==> config.mk <==
export PLATFORM = sky130hd
export DESIGN_NAME = length_checksum_frame_parser_core_flat
export DESIGN_NICKNAME = d
export VERILOG_FILES = /design/src/rtl/core/lcfp_pkg.sv /design/src/rtl/core/lcfp_stream_if.sv /design/src/rtl/core/lcfp_parser.sv /design/src/rtl/core/lcfp_out_stage.sv /design/src/rtl/core/length_checksum_frame_parser_core.sv /design/src/flat_wrapper.sv
export SDC_FILE = /design/constraint.sdc
export NUM_CORES = 1
export LEC_CHECK = 0
export ABC_AREA = 1
export BUFFER_PORTS_ARGS = -buffer_cell sky130_fd_sc_hd__buf_4
export CORE_ASPECT_RATIO = 1.2
export CORE_MARGIN = 4
export CORE_UTILIZATION = 52
export CTS_BUF_LIST = sky130_fd_sc_hd__clkbuf_16
export DETAILED_ROUTE_END_ITERATION = 10
export GPL_ROUTABILITY_DRIVEN = 0
export PLACE_DENSITY = 0.76
export SETUP_SLACK_MARGIN = 0.4
export SYNTH_ARGS = -nofsm -noshare
export SYNTH_HDL_FRONTEND = slang
export SYNTH_SLANG_ARGS = --single-unit
==> constraint.sdc <==
create_clock -name i_clk -period 2.1 [get_ports i_clk]
set_input_delay 0.315 -clock i_clk [delete_from_list [all_inputs] [get_ports i_clk]]
set_output_delay 0.315 -clock i_clk [all_outputs]
set_load 0.005 [all_outputs]
==> src/rtl/core/lcfp_pkg.sv <==
`timescale 1ns / 1ps

package lcfp_pkg;

    // Framing bytes.
    localparam logic [7:0] FRAME_START = 8'h02;
    localparam logic [7:0] FRAME_END   = 8'h03;

    // Input operation codes.
    localparam logic OP_BYTE    = 1'b0;
    localparam logic OP_RESTART = 1'b1;

    // Parser phase codes.
    typedef logic [2:0] t_phase;
    localparam t_phase PH_START   = 3'd0;
    localparam t_phase PH_LENGTH  = 3'd1;
    localparam t_phase PH_PAYLOAD = 3'd2;
    localparam t_phase PH_CHECK   = 3'd3;
    localparam t_phase PH_END     = 3'd4;
    localparam t_phase PH_DONE    = 3'd5;
    localparam t_phase PH_ERROR   = 3'd6;

    // Frame status codes.
    typedef logic [1:0] t_status;
    localparam t_status STAT_RUN   = 2'd0;
    localparam t_status STAT_DONE  = 2'd1;
    localparam t_status STAT_ERROR = 2'd2;

    typedef struct packed {
        logic       operation;
        logic [7:0] rx_byte;
    } t_in_item;

    typedef struct packed {
        logic       payload_valid;
        logic [7:0] payload_byte;
        logic [7:0] payload_index;
        t_status    frame_status;
        logic [7:0] frame_length;
        t_phase     parse_phase;
    } t_out_item;

endpackage

==> src/rtl/core/lcfp_stream_if.sv <==
`timescale 1ns / 1ps

// Channel carrying received bytes and restart requests.
interface lcfp_in_if;
    logic       valid;
    logic       ready;
    logic       operation;
    logic [7:0] rx_byte;

    modport source (output valid, output operation, output rx_byte, input ready);
    modport sink   (input valid, input operation, input rx_byte, output ready);
endinterface

// Channel carrying one parse result per accepted input transaction.
interface lcfp_out_if;
    logic       valid;
    logic       ready;
    logic       payload_valid;
    logic [7:0] payload_byte;
    logic [7:0] payload_index;
    logic [1:0] frame_status;
    logic [7:0] frame_length;
    logic [2:0] parse_phase;

    modport source (
        output valid, output payload_valid, output payload_byte, output payload_index,
        output frame_status, output frame_length, output parse_phase, input ready
    );
    modport sink (
        input valid, input payload_valid, input payload_byte, input payload_index,
        input frame_status, input frame_length, input parse_phase, output ready
    );
endinterface

==> src/rtl/core/lcfp_parser.sv <==
`timescale 1ns / 1ps

// Frame state and its next-state logic. The result for an item is formed
// in the same cycle the item is taken.
module lcfp_parser (
    input  logic              i_clk,
    input  logic              i_rst_n,
    input  logic              i_take,
    input  lcfp_pkg::t_in_item  i_item,
    output lcfp_pkg::t_out_item o_result,
    output lcfp_pkg::t_phase    o_phase
);
    import lcfp_pkg::*;

    t_phase     r_phase,  n_phase;
    logic [7:0] r_length, n_length;
    logic [7:0] r_count,  n_count;
    logic [7:0] r_sum,    n_sum;
    logic       pay_valid;
    logic [7:0] pay_byte;
    logic [7:0] pay_index;
    t_status    status;

    always_comb begin
        n_phase   = r_phase;
        n_length  = r_length;
        n_count   = r_count;
        n_sum     = r_sum;
        pay_valid = 1'b0;
        pay_byte  = 8'd0;
        pay_index = 8'd0;

        if (i_item.operation == OP_RESTART) begin
            n_phase = PH_START;
            n_count = 8'd0;
            n_sum   = 8'd0;
        end else begin
            unique case (r_phase) inside
                PH_START: begin
                    if (i_item.rx_byte == FRAME_START) begin
                        n_sum   = 8'd0;
                        n_count = 8'd0;
                        n_phase = PH_LENGTH;
                    end else begin
                        n_phase = PH_ERROR;
                    end
                end
                PH_LENGTH: begin
                    n_length = i_item.rx_byte;
                    n_sum    = i_item.rx_byte;
                    n_count  = 8'd0;
                    n_phase  = (i_item.rx_byte == 8'd0) ? PH_CHECK : PH_PAYLOAD;
                end
                PH_PAYLOAD: begin
                    pay_valid = 1'b1;
                    pay_byte  = i_item.rx_byte;
                    pay_index = r_count;
                    n_sum     = r_sum + i_item.rx_byte;
                    n_count   = r_count + 8'd1;
                    if (n_count >= r_length) begin
                        n_phase = PH_CHECK;
                    end
                end
                PH_CHECK: begin
                    n_phase = (i_item.rx_byte == r_sum) ? PH_END : PH_ERROR;
                end
                PH_END: begin
                    n_phase = (i_item.rx_byte == FRAME_END) ? PH_DONE : PH_ERROR;
                end
                PH_DONE, PH_ERROR: begin
                    n_phase = r_phase;
                end
                default: begin
                    n_phase = PH_ERROR;
                end
            endcase
        end
    end

    always_comb begin
        if (n_phase == PH_DONE) begin
            status = STAT_DONE;
        end else if (n_phase == PH_ERROR) begin
            status = STAT_ERROR;
        end else begin
            status = STAT_RUN;
        end
    end

    assign o_result = '{
        payload_valid: pay_valid,
        payload_byte:  pay_byte,
        payload_index: pay_index,
        frame_status:  status,
        frame_length:  n_length,
        parse_phase:   n_phase
    };
    assign o_phase = r_phase;

    always_ff @(posedge i_clk) begin
        if (!i_rst_n) begin
            r_phase  <= PH_START;
            r_length <= 8'd0;
            r_count  <= 8'd0;
            r_sum    <= 8'd0;
        end else if (i_take) begin
            r_phase  <= n_phase;
            r_length <= n_length;
            r_count  <= n_count;
            r_sum    <= n_sum;
        end
    end

endmodule

==> src/rtl/core/lcfp_out_stage.sv <==
`timescale 1ns / 1ps

// Result register. It can load a new result whenever it is empty or its
// current result leaves in the same cycle.
module lcfp_out_stage (
    input  logic                i_clk,
    input  logic                i_rst_n,
    input  logic                i_load,
    input  lcfp_pkg::t_out_item i_result,
    input  logic                i_ready,
    output logic                o_can_load,
    output logic                o_valid,
    output lcfp_pkg::t_out_item o_result
);
    import lcfp_pkg::*;

    logic      r_valid;
    t_out_item r_result;

    assign o_can_load = !r_valid || i_ready;
    assign o_valid    = r_valid;
    assign o_result   = r_result;

    always_ff @(posedge i_clk) begin
        if (!i_rst_n) begin
            r_valid <= 1'b0;
        end else if (i_load) begin
            r_valid <= 1'b1;
        end else if (i_ready) begin
            r_valid <= 1'b0;
        end
    end

    always_ff @(posedge i_clk) begin
        if (i_load) begin
            r_result <= i_result;
        end
    end

endmodule

==> src/rtl/core/length_checksum_frame_parser_core.sv <==
`timescale 1ns / 1ps

// Channel   Modport  Payload
// i_in      sink     operation (1), rx_byte (8)
// o_out     source   payload_valid (1), payload_byte (8), payload_index (8),
//                    frame_status (2), frame_length (8), parse_phase (3)
//
// One input transaction is taken per cycle while the output is not stalled;
// its result appears in the output register on the next cycle, so throughput
// is one transaction per clock. The rate is set by the single frame-state update,
// a compare and an 8-bit add. A synchronous active-low reset returns the
// parser to waiting for the start byte with an empty output register. When
// the output is stalled with a result held, the input is not ready.
module length_checksum_frame_parser_core (
    input  logic        i_clk,
    input  logic        i_rst_n,
    lcfp_in_if.sink     i_in,
    lcfp_out_if.source  o_out
);
    import lcfp_pkg::*;

    t_in_item  in_item;
    t_out_item step_result;
    t_out_item held_result;
    t_phase    cur_phase;
    logic      take;
    logic      can_load;
    logic      out_valid;

    // Each transaction is processed in full during the cycle it is accepted.
    assign in_item = '{operation: i_in.operation, rx_byte: i_in.rx_byte};
    assign i_in.ready = can_load;
    assign take = i_in.valid && can_load;

    lcfp_parser u_parser (
        .i_clk    (i_clk),
        .i_rst_n  (i_rst_n),
        .i_take   (take),
        .i_item   (in_item),
        .o_result (step_result),
        .o_phase  (cur_phase)
    );

    lcfp_out_stage u_out_stage (
        .i_clk      (i_clk),
        .i_rst_n    (i_rst_n),
        .i_load     (take),
        .i_result   (step_result),
        .i_ready    (o_out.ready),
        .o_can_load (can_load),
        .o_valid    (out_valid),
        .o_result   (held_result)
    );

    assign o_out.valid         = out_valid;
    assign o_out.payload_valid = held_result.payload_valid;
    assign o_out.payload_byte  = held_result.payload_byte;
    assign o_out.payload_index = held_result.payload_index;
    assign o_out.frame_status  = held_result.frame_status;
    assign o_out.frame_length  = held_result.frame_length;
    assign o_out.parse_phase   = held_result.parse_phase;

`ifndef SYNTHESIS
    // An accepted transaction always leaves a result in the output register.
    a_take_gives_result: assert property (@(posedge i_clk) disable iff (!i_rst_n)
        take |=> o_out.valid)
        else $error("accepted transaction produced no result");

    // A restart puts the parser back to waiting for the start byte.
    a_restart_to_start: assert property (@(posedge i_clk) disable iff (!i_rst_n)
        take && (i_in.operation == OP_RESTART) |=> cur_phase == PH_START)
        else $error("restart did not return the parser to start");

    // A payload byte leaves the parser in the payload or checksum phase with a running status.
    a_payload_phase: assert property (@(posedge i_clk) disable iff (!i_rst_n)
        o_out.valid && o_out.payload_valid |->
            (o_out.parse_phase == PH_PAYLOAD || o_out.parse_phase == PH_CHECK) &&
            o_out.frame_status == STAT_RUN)
        else $error("payload result with inconsistent phase or status");

    // A held, stalled result blocks the input side.
    a_stall_blocks_input: assert property (@(posedge i_clk) disable iff (!i_rst_n)
        o_out.valid && !o_out.ready |-> !i_in.ready)
        else $error("input ready while the result register is stalled");
`endif

endmodule
==> src/flat_wrapper.sv <==
// flat-port wrapper written by rule: the top's interface ports become plain ports
module length_checksum_frame_parser_core_flat import lcfp_pkg::*;
  (i_clk, i_rst_n, i_in_valid, i_in_operation, i_in_rx_byte, i_in_ready, o_out_valid, o_out_payload_valid, o_out_payload_byte, o_out_payload_index, o_out_frame_status, o_out_frame_length, o_out_parse_phase, o_out_ready);
  lcfp_in_if i_in_i ();
  lcfp_out_if o_out_i ();
  input  logic i_clk;
  input  logic i_rst_n;
  input wire logic [$bits(i_in_i.valid)-1:0] i_in_valid;
  input wire logic [$bits(i_in_i.operation)-1:0] i_in_operation;
  input wire logic [$bits(i_in_i.rx_byte)-1:0] i_in_rx_byte;
  output wire logic [$bits(i_in_i.ready)-1:0] i_in_ready;
  output wire logic [$bits(o_out_i.valid)-1:0] o_out_valid;
  output wire logic [$bits(o_out_i.payload_valid)-1:0] o_out_payload_valid;
  output wire logic [$bits(o_out_i.payload_byte)-1:0] o_out_payload_byte;
  output wire logic [$bits(o_out_i.payload_index)-1:0] o_out_payload_index;
  output wire logic [$bits(o_out_i.frame_status)-1:0] o_out_frame_status;
  output wire logic [$bits(o_out_i.frame_length)-1:0] o_out_frame_length;
  output wire logic [$bits(o_out_i.parse_phase)-1:0] o_out_parse_phase;
  input wire logic [$bits(o_out_i.ready)-1:0] o_out_ready;
  assign i_in_i.valid = i_in_valid;
  assign i_in_i.operation = i_in_operation;
  assign i_in_i.rx_byte = i_in_rx_byte;
  assign i_in_ready = i_in_i.ready;
  assign o_out_valid = o_out_i.valid;
  assign o_out_payload_valid = o_out_i.payload_valid;
  assign o_out_payload_byte = o_out_i.payload_byte;
  assign o_out_payload_index = o_out_i.payload_index;
  assign o_out_frame_status = o_out_i.frame_status;
  assign o_out_frame_length = o_out_i.frame_length;
  assign o_out_parse_phase = o_out_i.parse_phase;
  assign o_out_i.ready = o_out_ready;
  length_checksum_frame_parser_core u_core (.i_clk(i_clk), .i_rst_n(i_rst_n), .i_in(i_in_i), .o_out(o_out_i));
endmodule
==> results.txt <==
outcome = complete, no violations
Synth top area share = 28.6%
Die X = 79.1 microns
startpoint types = register
Clock Skews = 0.00498 ns
Layout area overhead = 29.1%
pre-CTS WS = 0.0459 ns
first-pass GRT wire length = 12000 microns
Sw Share = 26.5%
GR met2 Demand/Resource = 37.4%
Synth Warn # = 0
Antenna Nets Post-Route = 0
fillers = 464
ys flop type = edfxtp_1
slowest cell delay on critical path = 0.38 ns
WL per Instance = 14.4 microns
Register Area = 0.00148 sq mm
initial antenna violation count = 0
die height = 93.3 microns
post-route minimum period = 2.05 ns
detailed-route via count = 2699
nets = 466
largest cells by area after synthesis = edfxtp_1 29%, dfxtp_1 18%, nand2_1 8.6%
Final setup viols = 0
CP max FO = 4
period utilization = 97.4%
max-slew violation count = 0
share of cells above drive strength 1 = 32.4%
CTS Buf Count = 9
Slew HR = 69.0%
combinational cell fraction of total power = 15.8%
EDFF count, synth = 30
Yosys cell types = 35
Syn Nets = 400
final hold violations = 0
Max Fclk = 489 MHz
CTS sink count = 58
post-synth top area cell = edfxtp_1
CP most frequent cell = nand2_1
post-synthesis sequential area ratio = 46.4%
total wire length = 7480 microns
total number of H-tree levels = 3
number of diodes = 0
post-route worst setup slack = 0.0546 ns
pin count of the biggest net entering global routing = 35
CP Capture Type = register
measured slew at the worst slew-check pin = 0.465 ns
First-pass DRT Iterations = 4
CTS clk-pin slew, worst paths = 0.05 ns
Skew-Pair Late Insertion Delay = 0.33 ns
Initial Utilization = 54.5%
Final HPWL DP = 5020 microns
Mapped Cells = 370
Remaining Overflow, GRT = 0
CTS Root Cell = clkbuf_16
Switching Power = 0.805 mW
clk buf depth = 2
commonest non-fill, non-tap cells in the layout = 68 x nand2_1, 61 x buf_4, 52 x inv_1
critical path class = reg -> reg
post-synthesis async set-or-reset flop share = 0%
Max IR drop VDD = 0.441 mV
CTS tree = done
DRT iter0 DRCs = 142
sequential share of power = 42.8%
syn_area_per_cell = 8.52 sq um
number of global-route vias before repair = 2622
remaining routing DRC violations = 0
design area = 0.00407 sq mm
M1 GR Usage = 24.1%
Cell Area, Synth = 0.00315 sq mm
Worst path slowest cell = dfxtp_4
Placement Cell Area = 0.00360 sq mm
LEAKAGE = 1.93 nW
Power Density = 746 mW/mm^2
IO Port Bufs = 44
core region area = 0.00578 sq mm
Tot GR Track Use = 21.4%
Yosys reg bits = 58
clock power share = 41.5%
Die ar. = 0.00738 sq mm
required time of the worst setup path = 2.19 ns
CP delay by family, top = simple AND/OR/NAND/NOR gates
Multi-input gate area = 0.00152 sq mm
RSZ-0062 raised after global routing = true
vias per std cell = 5.18
I/O pin cnt = 45
row cnt = 30
Hold Path Class = in -> reg
sequence of cells on the critical path = nand3_4 -> inv_2 -> nand3_1 -> xor2_1 -> inv_1 -> ha_1 -> a21oi_1 -> o21a_1 -> nand2_1 -> nand2_1 -> nand2_1 -> nand2_2 -> nor2_1
arrival time at the worst endpoint = 2.13 ns
cts hold-fix bufs = 0
Buffers & Inverters on Critical Path = 2
commonest non-fill, non-tap cell in the layout = nand2_1
GR peak layer = met2
met3 Use GR = 5.20%
Int Pwr = 2.23 mW
max cap viols = 0
==> metal layers <==
layer	routed length [microns]	vias up	share of wire (%)
met5	0	-	0
met4	159	0	2.1
met3	379	17	5.1
met2	3890	76	52
met1	3050	1264	41
li1	-	1342	-
==> final cells by class <==
cell class	instances	area share, %
multi-input cells	243	37.3
flip-flops and latches	58	36.5
repair buffers	62	11.5
inverters	62	5.99
clock buffers	9	5.53
well taps	80	2.46
clock inverters	7	0.738
==> flip-flops by register name (all words and copies together) (netlist names) <==
name / count
u_core.u_out_stage.o_result: 30
u_core.u_out_stage.o_valid: 1
u_core.u_parser.o_phase: 3
u_core.u_parser.r_count: 8
u_core.u_parser.r_length: 8
u_core.u_parser.r_sum: 8
==> cell families after synthesis <==
| kind of cell | count (synthesis) | synth area share (%) |
|---|---|---|
| compound gates | 68 | 12.9 |
| fa+ha+maj | 17 | 6.99 |
| buf+inv | 69 | 9.53 |
| flops | 58 | 46.4 |
| xor+xnor | 7 | 1.95 |
| simple gates | 151 | 22.2 |
==> synthesized netlist by cell type, types with 2 or more instances <==
cell type	instances
o21ai_0	19
a21o_1	2
nand2_2	3
nand3_1	21
o21ai_2	7
edfxtp_1	30
o21a_1	2
nand2_1	72
nand2_4	2
o21ai_1	7
nand3_2	2
inv_2	5
nor2_4	3
nor2_1	38
inv_1	56
a21oi_1	22
clkbuf_1	2
ha_1	16
buf_2	2
xor2_1	6
nor3_1	5
buf_6	2
dfxtp_1	28
a21oi_2	7
==> power by group through the flow <==
stage | Clock, mW | Combinational, mW | Sequential (mW)
floorplan | 0 | 0.290 | 1.32
global placement | 0 | 0.441 | 1.32
detailed placement | 0 | 0.451 | 1.32
CTS | 1.26 | 0.459 | 1.30
global route | 1.32 | 0.536 | 1.30
finish | 1.26 | 0.479 | 1.30
==> through the flow <==
step                      hold slack (ns)  cells  util (%)  setup TNS, ns  power, mW
after detailed placement            0.478    491      62.2              0       1.77
final                               0.306    521      70.4              0       3.04
after floorplan                     0.432    370         -              0       1.61
after global placement              0.469    491      62.2              0       1.76
after global routing                0.329    521      70.4        -0.0529       3.16
after CTS                           0.312    515      68.5              0       3.02
==> worst min-delay path, stage by stage <==
cell	delay [ns]
buf_4	0.08
inv_2	0.03
nand2_2	0.09
a21oi_1	0.07
==> worst paths after layout <==
kind                         startpoint  cells past startpoint  slack, ns                               to
min                         o_out_ready                      4       0.31       u_core.u_out_stage.o_valid
max          u_core.u_parser.r_count[2]                     13       0.05  u_core.u_out_stage.o_result[11]
max reg2reg  u_core.u_parser.r_count[2]                     13       0.05  u_core.u_out_stage.o_result[11]
min reg2reg    u_core.u_parser.r_sum[0]                      2       0.49         u_core.u_parser.r_sum[0]
==> repair_timing <==
item	CTS	global route
endpoints found under the setup margin	5	24
setup buffers	8	6
resized for setup	12	16
pin swaps	5	3
hold endpoints to repair	0	0
Power figures use the tool's default switching activity.
